File: config.mk
export PLATFORM = sky130hd
export DESIGN_NAME = single_resource_deadlock_detector
export DESIGN_NICKNAME = d
export VERILOG_FILES = /design/src/rtl/core/srdd_pkg.sv /design/src/rtl/core/srdd_datapath.sv /design/src/rtl/core/srdd_ctrl.sv /design/src/rtl/core/single_resource_deadlock_detector.sv
export SDC_FILE = /design/constraint.sdc
export NUM_CORES = 1
export LEC_CHECK = 0
export BUFFER_PORTS_ARGS = -buffer_cell sky130_fd_sc_hd__buf_2
export CAP_MARGIN = 20
export CORE_MARGIN = 2
export CORE_UTILIZATION = 30
export CTS_CLUSTER_DIAMETER = 200
export DETAILED_ROUTE_END_ITERATION = 10
export SYNTH_ARGS = -nofsm -noshare
export SYNTH_HDL_FRONTEND = slang
export SYNTH_SLANG_ARGS = --single-unit
File: constraint.sdc
create_clock -name clk_i -period 7.4 [get_ports clk_i]
set_input_delay 1.48 -clock clk_i [delete_from_list [all_inputs] [get_ports clk_i]]
set_output_delay 1.48 -clock clk_i [all_outputs]
set_load 0.005 [all_outputs]
File: src/rtl/core/srdd_pkg.sv
package srdd_pkg;

  localparam int unsigned UNIT_W        = 16;
  localparam int unsigned MASK_W        = 16;
  localparam int unsigned IDX_FIELD_W   = 4;
  localparam int unsigned KIND_W        = 2;
  localparam int unsigned CNT_FIELD_W   = 5;
  localparam int unsigned CFG_IDX_W     = 1;
  localparam int unsigned MAX_PROCS_DEF = 16;

  // stream word layout
  localparam int unsigned S_TDATA_W = 40;
  localparam int unsigned M_TDATA_W = 24;

  localparam logic [KIND_W-1:0] KIND_SET    = 2'd0;
  localparam logic [KIND_W-1:0] KIND_ADD    = 2'd1;
  localparam logic [KIND_W-1:0] KIND_DETECT = 2'd2;

  localparam logic [CFG_IDX_W-1:0] CFG_AVAIL = 1'b0;
  localparam logic [CFG_IDX_W-1:0] CFG_COUNT = 1'b1;

  typedef struct packed {
    logic wr_set;
    logic wr_add;
    logic start;
    logic step;
    logic load_out;
  } srdd_cmd_t;

  typedef struct packed {
    logic none_active;
    logic last;
    logic more;
  } srdd_stat_t;

endpackage

File: src/rtl/core/srdd_datapath.sv
module srdd_datapath
  import srdd_pkg::*;
#(
  parameter int unsigned MAX_PROCS = MAX_PROCS_DEF
) (
  input  logic                   clk_i,
  input  logic                   rst_ni,
  input  logic                   cfg_we_i,
  input  logic [CFG_IDX_W-1:0]   cfg_idx_i,
  input  logic [UNIT_W-1:0]      cfg_data_i,
  input  logic [IDX_FIELD_W-1:0] in_idx_i,
  input  logic [UNIT_W-1:0]      in_held_i,
  input  logic [UNIT_W-1:0]      in_req_i,
  input  srdd_cmd_t              cmd_i,
  output srdd_stat_t             stat_o,
  output logic                   out_found_o,
  output logic [MASK_W-1:0]      out_mask_o
);

  localparam int unsigned DEPTH  = (MAX_PROCS < MASK_W) ? MAX_PROCS : MASK_W;
  localparam int unsigned IDX_W  = (DEPTH > 1) ? $clog2(DEPTH) : 1;
  localparam int unsigned CNT_W  = $clog2(DEPTH + 1);
  localparam int unsigned POOL_W = UNIT_W + $clog2(DEPTH + 1);
  localparam logic [CNT_FIELD_W:0] DEPTH_C = (CNT_FIELD_W + 1)'(DEPTH);

  logic [UNIT_W-1:0]      held_q [DEPTH];
  logic [UNIT_W-1:0]      req_q  [DEPTH];
  logic [UNIT_W-1:0]      avail_q;
  logic [CNT_FIELD_W-1:0] count_q;
  logic [POOL_W-1:0]      pool_q, pool_d;
  logic [DEPTH-1:0]       done_q, done_d;
  logic                   chg_q, chg_d;
  logic [IDX_W-1:0]       idx_q, idx_d;
  logic [CNT_W-1:0]       act_q, act_d;
  logic                   found_q;
  logic [MASK_W-1:0]      mask_q;

  logic [IDX_W-1:0]  rd_addr;
  logic [UNIT_W-1:0] rd_held, rd_req;
  logic [UNIT_W:0]   add_sum;
  logic [UNIT_W-1:0] add_sat;
  logic              idx_ok;
  logic              fits, fire, mark, last;
  logic [DEPTH-1:0]  active;
  logic [DEPTH-1:0]  stuck;

  // single read port shared by the scan and the request add
  assign rd_addr = cmd_i.step ? idx_q : in_idx_i[IDX_W-1:0];
  assign rd_held = held_q[rd_addr];
  assign rd_req  = req_q[rd_addr];

  assign add_sum = {1'b0, rd_req} + {1'b0, in_req_i};
  assign add_sat = add_sum[UNIT_W] ? {UNIT_W{1'b1}} : add_sum[UNIT_W-1:0];
  assign idx_ok  = (32'(in_idx_i) < MAX_PROCS);

  always_ff @(posedge clk_i) begin
    if (cmd_i.wr_set && idx_ok) begin
      held_q[in_idx_i[IDX_W-1:0]] <= in_held_i;
      req_q[in_idx_i[IDX_W-1:0]]  <= in_req_i;
    end else if (cmd_i.wr_add && idx_ok) begin
      req_q[in_idx_i[IDX_W-1:0]] <= add_sat;
    end
  end

  always_ff @(posedge clk_i or negedge rst_ni) begin
    if (!rst_ni) begin
      avail_q <= '0;
      count_q <= '0;
    end else if (cfg_we_i) begin
      case (cfg_idx_i)
        CFG_AVAIL: avail_q <= cfg_data_i;
        CFG_COUNT: count_q <= cfg_data_i[CNT_FIELD_W-1:0];
        default:   ;
      endcase
    end
  end

  // a process holding nothing finishes without adding to the pool or counting as progress
  assign fits = (POOL_W'(rd_req) <= pool_q);
  assign fire = cmd_i.step && !done_q[idx_q] && (rd_held != '0) && fits;
  assign mark = cmd_i.step && !done_q[idx_q] && ((rd_held == '0) || fits);
  assign last = ((CNT_W'(idx_q) + CNT_W'(1)) == act_q);

  always_comb begin
    pool_d = pool_q;
    done_d = done_q;
    chg_d  = chg_q;
    idx_d  = idx_q;
    act_d  = act_q;
    if (cmd_i.start) begin
      pool_d = POOL_W'(avail_q);
      done_d = '0;
      chg_d  = 1'b0;
      idx_d  = '0;
      act_d  = ({1'b0, count_q} > DEPTH_C) ? CNT_W'(DEPTH) : CNT_W'(count_q);
    end else if (cmd_i.step) begin
      if (fire) begin
        pool_d = pool_q + POOL_W'(rd_held);
      end
      if (mark) begin
        done_d[idx_q] = 1'b1;
      end
      if (last) begin
        idx_d = '0;
        chg_d = 1'b0;
      end else begin
        idx_d = idx_q + IDX_W'(1);
        chg_d = chg_q | fire;
      end
    end
  end

  always_ff @(posedge clk_i or negedge rst_ni) begin
    if (!rst_ni) begin
      pool_q <= '0;
      done_q <= '0;
      chg_q  <= 1'b0;
      idx_q  <= '0;
      act_q  <= '0;
    end else begin
      pool_q <= pool_d;
      done_q <= done_d;
      chg_q  <= chg_d;
      idx_q  <= idx_d;
      act_q  <= act_d;
    end
  end

  always_comb begin
    for (int i = 0; i < DEPTH; i++) begin
      active[i] = (CNT_W'(i) < act_q);
    end
  end

  assign stuck = ~done_q & active;

  always_ff @(posedge clk_i) begin
    if (cmd_i.load_out) begin
      found_q <= |stuck;
      mask_q  <= MASK_W'(stuck);
    end
  end

  assign stat_o.none_active = (count_q == '0);
  assign stat_o.last        = last;
  assign stat_o.more        = chg_q | fire;
  assign out_found_o        = found_q;
  assign out_mask_o         = mask_q;

endmodule

File: src/rtl/core/srdd_ctrl.sv
module srdd_ctrl
  import srdd_pkg::*;
(
  input  logic              clk_i,
  input  logic              rst_ni,
  input  logic              in_valid_i,
  input  logic [KIND_W-1:0] in_kind_i,
  output logic              in_ready_o,
  output logic              out_valid_o,
  input  logic              out_ready_i,
  output srdd_cmd_t         cmd_o,
  input  srdd_stat_t        stat_i
);

  typedef enum logic [1:0] {
    S_IDLE,
    S_SCAN,
    S_DONE
  } state_e;

  state_e state_q, state_d;
  logic   out_valid_q, out_valid_d;
  logic   accept;

  assign accept = in_valid_i && (state_q == S_IDLE);

  always_comb begin
    state_d     = state_q;
    out_valid_d = out_valid_q;
    cmd_o       = '0;
    if (out_valid_q && out_ready_i) begin
      out_valid_d = 1'b0;
    end
    case (state_q)
      S_IDLE: begin
        if (accept) begin
          case (in_kind_i)
            KIND_SET: cmd_o.wr_set = 1'b1;
            KIND_ADD: cmd_o.wr_add = 1'b1;
            KIND_DETECT: begin
              cmd_o.start = 1'b1;
              state_d     = stat_i.none_active ? S_DONE : S_SCAN;
            end
            default: ;
          endcase
        end
      end
      S_SCAN: begin
        cmd_o.step = 1'b1;
        // stop after a full pass that returned no units to the pool
        if (stat_i.last && !stat_i.more) begin
          state_d = S_DONE;
        end
      end
      S_DONE: begin
        if (!out_valid_q || out_ready_i) begin
          cmd_o.load_out = 1'b1;
          out_valid_d    = 1'b1;
          state_d        = S_IDLE;
        end
      end
      default: state_d = S_IDLE;
    endcase
  end

  always_ff @(posedge clk_i or negedge rst_ni) begin
    if (!rst_ni) begin
      state_q     <= S_IDLE;
      out_valid_q <= 1'b0;
    end else begin
      state_q     <= state_d;
      out_valid_q <= out_valid_d;
    end
  end

  assign in_ready_o  = (state_q == S_IDLE);
  assign out_valid_o = out_valid_q;

endmodule

File: src/rtl/core/single_resource_deadlock_detector.sv
// Deadlock detector for one resource type over a small process table.
// Input stream: each word carries a kind in tuser. A set word loads the held
// and requested units of one entry, an add word raises an entry's request
// (saturating), a detect word runs detection. Set, add and unused kinds give
// no output word.
// Detection walks the table one entry per cycle, repeating passes until a
// pass returns no units to the work pool. Each step is a single
// compare-and-accumulate on the work pool.
// The input is not ready during detection. One output word per detect word:
// deadlock flag and mask of unfinished processes, held in an output register.
// A stalled receiver does not block set or add words; a further detect word
// waits at its end until the previous result has been taken.
// Reset clears the configuration registers and the controller; table entries
// hold nothing defined until they are set.
// Configuration: cfg_we_i with cfg_idx_i 0 writes the available units,
// 1 the process count. Write only while the block is idle.
module single_resource_deadlock_detector
  import srdd_pkg::*;
#(
  parameter int unsigned MAX_PROCS = MAX_PROCS_DEF
) (
  input  logic                 clk_i,
  input  logic                 rst_ni,
  input  logic                 cfg_we_i,
  input  logic [CFG_IDX_W-1:0] cfg_idx_i,
  input  logic [UNIT_W-1:0]    cfg_data_i,
  input  logic                 s_axis_tvalid,
  output logic                 s_axis_tready,
  // process_index [3:0], held_units [19:4], request_units [35:20], zeros above
  input  logic [S_TDATA_W-1:0] s_axis_tdata,
  // kind [1:0]
  input  logic [KIND_W-1:0]    s_axis_tuser,
  output logic                 m_axis_tvalid,
  input  logic                 m_axis_tready,
  // deadlock_found [0], deadlocked_mask [16:1], zeros above
  output logic [M_TDATA_W-1:0] m_axis_tdata
);

  srdd_cmd_t         cmd;
  srdd_stat_t        stat;
  logic              out_found;
  logic [MASK_W-1:0] out_mask;

  srdd_ctrl u_ctrl (
    .clk_i       (clk_i),
    .rst_ni      (rst_ni),
    .in_valid_i  (s_axis_tvalid),
    .in_kind_i   (s_axis_tuser),
    .in_ready_o  (s_axis_tready),
    .out_valid_o (m_axis_tvalid),
    .out_ready_i (m_axis_tready),
    .cmd_o       (cmd),
    .stat_i      (stat)
  );

  srdd_datapath #(
    .MAX_PROCS (MAX_PROCS)
  ) u_dp (
    .clk_i       (clk_i),
    .rst_ni      (rst_ni),
    .cfg_we_i    (cfg_we_i),
    .cfg_idx_i   (cfg_idx_i),
    .cfg_data_i  (cfg_data_i),
    .in_idx_i    (s_axis_tdata[IDX_FIELD_W-1:0]),
    .in_held_i   (s_axis_tdata[IDX_FIELD_W+UNIT_W-1:IDX_FIELD_W]),
    .in_req_i    (s_axis_tdata[IDX_FIELD_W+2*UNIT_W-1:IDX_FIELD_W+UNIT_W]),
    .cmd_i       (cmd),
    .stat_o      (stat),
    .out_found_o (out_found),
    .out_mask_o  (out_mask)
  );

  assign m_axis_tdata = {{(M_TDATA_W-MASK_W-1){1'b0}}, out_mask, out_found};

endmodule

### Word level (Yosys, flattened, before mapping)

Memory sizes are Yosys's and may differ from the RTL's.
Index checks and enable logic that the tools add are counted.
Widths: inputs -> output; s select.

* register bits after elaboration: 88
* latch bits: 0
* RAM bits: 512
* memory bits (read-only): 0
* bits of input ports: 64
* output and inout port bits: 26
* memories: 2

Memory list
* u_dp.held_q: depth 16, bits a word 16, read ports 1, clocked after Yosys merged registers in 0, wr ports 1, line srdd_datapath.sv:26 `logic [UNIT_W-1:0] held_q [DEPTH];`
* u_dp.req_q: depth 16, bits a word 16, read ports 1, clocked after Yosys merged registers in 0, wr ports 1, line srdd_datapath.sv:27 `logic [UNIT_W-1:0] req_q [DEPTH];`

* $add $sub $neg: 4
* $mul: 0
* divide/modulo/power cells: 0
* magnitude comparators: 20
* equality and inequality tests: 9
* shift operators: 0
* mux-type cells: 42
* bitwise operators: 6
* reduce and logical (&&, ||, !) cells: 27

Operator list (count)
* $mux 16: 5
* $mux 21: 3
* $lt 4x5->1 const A: 8
* $add 21x16->21: 1
* $le 16x21->1: 1
* $lt 3x5->1 const A: 4
* $mux 1: 19
* $add 16x16->17: 1
* $and 16x16->16: 1
* $logic_not 16->1: 1
* $mux 4: 4
* $not 16->16: 1
* $or 16x16->16: 1
* $reduce_bool 16->1: 1
* $reduce_or 16->1: 1
* $lt 1x5->1 const A: 2
* $lt 2x5->1 const A: 2
* $mux 2: 5
* $logic_and 1x1->1: 8
* $ne 2x1->1 const B: 4
* $reduce_and 2->1: 4
* $mux 3: 2
* $pmux 2 s3: 1
* $reduce_bool 2->1: 3
* other kinds (18): 25

### Logic depth before layout (Yosys ltp)

An unclocked memory read counts as a cell.

* word-level depth: 12
* depth in mapped cells: 22
* gate-level depth less buffers: 18

### Modules after synthesis

A second synthesis with hierarchy kept.

* cell total of the unflattened synthesis: 1995
* area, all modules: 26276.5 µm²

By module, submodules not included
* srdd_datapath: times used 1, cells an instance 1967, area each 26018.7 µm², seq. area each 17586.9 µm²
* srdd_ctrl: times used 1, cells an instance 19, area each 193.9 µm², seq. area each 75.1 µm²
* single_resource_deadlock_detector: times used 1, cells an instance 9, area each 63.8 µm², seq. area each 0.0 µm²

### Least setup slack after synthesis

Ideal clock, no wire load.

* path type: input-to-reg
* start: in s_axis_tdata[0]
* end: mem u_dp.req_q[0][14] (data pin)
* setup time: 340 ps
* arrival time: 6294 ps
* data required time: 7060 ps
* setup slack: 766 ps
* stages on the path: 19
* path buffers: 6
* cells stage by stage: clkbuf_1 > mux2i_1 > buf_2 > buf_2 > buf_2 > buf_2 > buf_1 > mux4_2 > nand2_1 > a31oi_1 > fa_1 > a211oi_1 > o21ai_0 > a31o_2 > a41oi_1 > o21bai_1 > a21oi_1 > nor2_1 > a211oi_1

* cells in the longest elaborated chain, start to end: 5

RTL lines
* start, declared: line single_resource_deadlock_detector.sv:30 `input logic [S_TDATA_W-1:0] s_axis_tdata,`
* $mux 4: line srdd_datapath.sv:48 `assign rd_addr = cmd_i.step ? idx_q : in_idx_i[IDX_W-1:0];`
* $mem_v2 16x16
* $add 16x16->17: line srdd_datapath.sv:52 `assign add_sum = {1'b0, rd_req} + {1'b0, in_req_i};`
* $mux 16: line srdd_datapath.sv:53 `assign add_sat = add_sum[UNIT_W] ? {UNIT_W{1'b1}} : add_sum[UNIT_W-1:0];`
* $mux 16 (no source line)
* end, declared: line srdd_datapath.sv:27

Every way passes these cells.

### Worst setup path after layout

* start: reg u_ctrl.state_q[1]
* end: reg u_dp.pool_q[0]

* cells in the longest elaborated chain, start to end: 9

RTL lines
* start, declared: line srdd_ctrl.sv:21 `state_e state_q, state_d;`
* start signal, assigned: line srdd_ctrl.sv:71 `state_q <= state_d;`
* parallel branches: the longest is 9 deep, another holds $add 21x16->21
* end signal, assigned: line srdd_datapath.sv:121 `pool_q <= pool_d;`
* end, declared: line srdd_datapath.sv:30 `logic [POOL_W-1:0] pool_q, pool_d;`

Several ways; the timed one is not identified. The select of a mux whose other input is x is not followed.
A chain may end at the register's enable or synchronous reset.

==> flow_metrics.tcl <==
set metrics [dict create \
    powerDensity_nw_per_um2 399 \
    post_drt_wl_per_cell_um 21.5 \
    maxCapViolations 0 \
    cts_resized 0 \
    dr.first_iter.drc_count 1390 \
    hold_class "flip-flop to flip-flop" \
    rows 107 \
    slew_violations 0 \
    final_util_pct 35.4 \
    setup.worst_path.start "u_ctrl.state_q[1]$_DFFE_PN0P_" \
    wirelength_mm 63.4 \
    worstPathArrival_ps 6820 \
    worstSetupEndpoint "u_dp.pool_q[0]$_DFFE_PN0P_" \
    setup_violations 0 \
    die_area_um2 88100 \
    boundaryPins 90 \
    place_area_um2 28000 \
    syn_area_per_cell_um2 16.0 \
    place_congestion 0.854 \
    hold_violations 0 \
    final.min_clock_period_ps 6250 \
    syn-instance-count 1606 \
    yosysUniqueCellTypes 70 \
    grt_pass1_vias 14900 \
    num-fill-cells 7921 \
    synth.most_common_cell "edfxtp_1" \
    ys_seq_area_share_pct 68.7 \
    fin_setup_tns_ps 0 \
    seqCellArea_um2 17700 \
    synth_warnings 0 \
    peakVddDrop_mv 0.354 \
    cp_max_fo 37 \
    nets 1875 \
    post_cts_buffers 0 \
    ys_seq_elements 600 \
    io_buffer_count 78 \
    drtPass1Iterations 5 \
    clk_pin_slew_ps 60 \
    drive_gt1_share_pct 22.0 \
    yosys-top-cells-count "edfxtp_1 (529), mux2i_1 (140), nand2_1 (79)" \
    synth_top_area_cell "edfxtp_1" \
    timing.rr.end "u_dp.pool_q[0]$_DFFE_PN0P_" \
    r2r_start "u_ctrl.state_q[1]$_DFFE_PN0P_" \
    dpl.hpwl_mm 39.9 \
    ctsHtreeMaxLevel 2 \
    viasPerCell 5.00 \
    final.setup.worst_slack_ps 1150 \
    yosys_most_used_dff "edfxtp_1" \
    grt_max_degree 129 \
    r2r_cells 15 \
    fmax_mhz 160 \
    start_util_pct 30.3 \
    p_leak_uw 0.0106 \
    cts-hold-fix-buffers 0 \
    cts_buffer_depth 3 \
    fin_crit_sh_pct 84.4 \
    synth_area_um2 25700 \
    status "completed" \
    relSlewSlack_pct 28.8 \
    synth_edf_count 529 \
    tritoncts "done" \
    ys_async_sr_fraction_pct 11.8 \
    multiInputGateArea_um2 7620 \
    fp.coreArea_um2 85000 \
    cts_root_buf "clkbuf_16" \
    grtUsageTotal_pct 14.1 \
    rsz0062_at_grt "no" \
    ant_nets 0 \
    grt_pass1_wl_mm 94.0 \
    tightest_slew_ps 1070 \
    cts_sinks 600 \
    totalPowerFinal_uw 12000 \
    yosys-top-cells-area "edfxtp_1 (62%), dfrtp_1 (6.9%), mux4_2 (6.0%), mux2i_1 (5.4%), ha_1 (2.5%)" \
    die_h_um 297 \
    pre_cts_ws_ps 309 \
    fin_area_um2 30100 \
    gr-total-overflow 0 \
    die-width_um 297 \
    drc_errors 0 \
    clock_skew_ps 50.3 \
    vias 14800 \
    end_kind "flip-flop" \
    crit_type "flip-flop to flip-flop" \
    cts_made_buffers 60 \
    antenna_found_initial 6 \
    synth_top_cell_area_share_pct 61.8 \
    areaGrowthSynthToFinish_pct 17.0 \
    critPathLaunchType "flip-flop" \
    regToRegSetupSlack_ps 1150 \
    clock_latency_ps 650 \
    holdPathStages 1 \
    required_ps 7970 \
]
## registers in the layout, summed over array words and instances, names as in the netlist
name / count
u_dp.held_q: 256
u_dp.req_q: 256
u_dp.pool_q: 21
u_dp.avail_q: 16
u_dp.done_q: 16
u_dp.out_mask_o: 16
u_dp.act_q: 5
u_dp.count_q: 5
u_dp.idx_q: 4
u_ctrl.state_q: 2
u_ctrl.out_valid_o: 1
u_dp.chg_q: 1
u_dp.out_found_o: 1
## metal layers
layer  vias up  GRT usage [%]  share of wire (%)
met5         -              0              0.032
met1      7525           18.1                 42
met2       444           24.3                 50
met4         2           3.88                2.5
li1       6679              -                  -
met3       112           2.53                5.9
## stage by stage
stage | hold slack (ps) | std cells
global placement | 466 | 2833
floorplan | 450 | 1612
detailed placement | 502 | 2835
CTS | 513 | 2946
finish | 507 | 2953
global route | 538 | 2950
## critical path, stage by stage (launching register included)
cell      delay [ps]
dfrtp_1          520
nand2b_1         620
mux2_4           620
buf_12           350
mux4_2           550
and2_1           160
a211oi_1         250
a31oi_1          190
ha_1             380
nand4_1           70
or4b_2           680
o31ai_1          430
o21ai_0          200
o21ai_1          560
buf_4            280
o221a_1          200
## cell type report
| cell class | count | area share (%) |
|---|---|---|
| well taps | 1144 | 4.76 |
| clock buffers | 77 | 5.41 |
| multi-input cells | 884 | 25.3 |
| flip-flops and latches | 600 | 58.7 |
| diodes | 3 | 0.0249 |
| clock inverters | 34 | 1.42 |
| repair buffers | 166 | 3.80 |
| inverters | 45 | 0.561 |
## power breakdown
group	leakage, uW	internal, uW	switching, uW
Clock	0.000995	1810	1300
Sequential	0.00565	3950	185
Combinational	0.00396	2050	2710
## layout by cell type (no fill, tap or decap), drive strengths merged, types with 24 or more instances in the layout
master,instances
a21oi,36
clkbuf,77
edfxtp,529
buf,166
mux2,24
nor2,69
a211oi,25
inv,46
ha,52
mux4,69
o22ai,69
dfrtp,71
o21ai,41
mux2i,140
nand2,79
## how the worst min path moves through the flow
stage	slack, ps	end	startpoint
finish	510	u_dp.pool_q[20]$_DFFE_PN0P_	u_dp.pool_q[20]$_DFFE_PN0P_
global placement	470	u_dp.pool_q[20]$_DFFE_PN0P_	u_dp.pool_q[20]$_DFFE_PN0P_
floorplan	450	u_dp.pool_q[20]$_DFFE_PN0P_	u_dp.pool_q[20]$_DFFE_PN0P_
detailed placement	500	u_dp.avail_q[2]$_DFFE_PN0P_	u_dp.avail_q[2]$_DFFE_PN0P_
CTS	510	u_dp.pool_q[20]$_DFFE_PN0P_	u_dp.pool_q[20]$_DFFE_PN0P_
global route	540	u_dp.avail_q[1]$_DFFE_PN0P_	u_dp.avail_q[1]$_DFFE_PN0P_
## logic make-up after synthesis
family          share of synthesized area (%)
buf+inv                                  2.25
fa+ha+maj                                2.69
mux                                      12.6
flops                                    68.7
xor+xnor                                0.817
simple gates                             5.59
other cells                            0.0146
compound gates                           7.38
No activity file was read; power rests on OpenSTA's default activity.
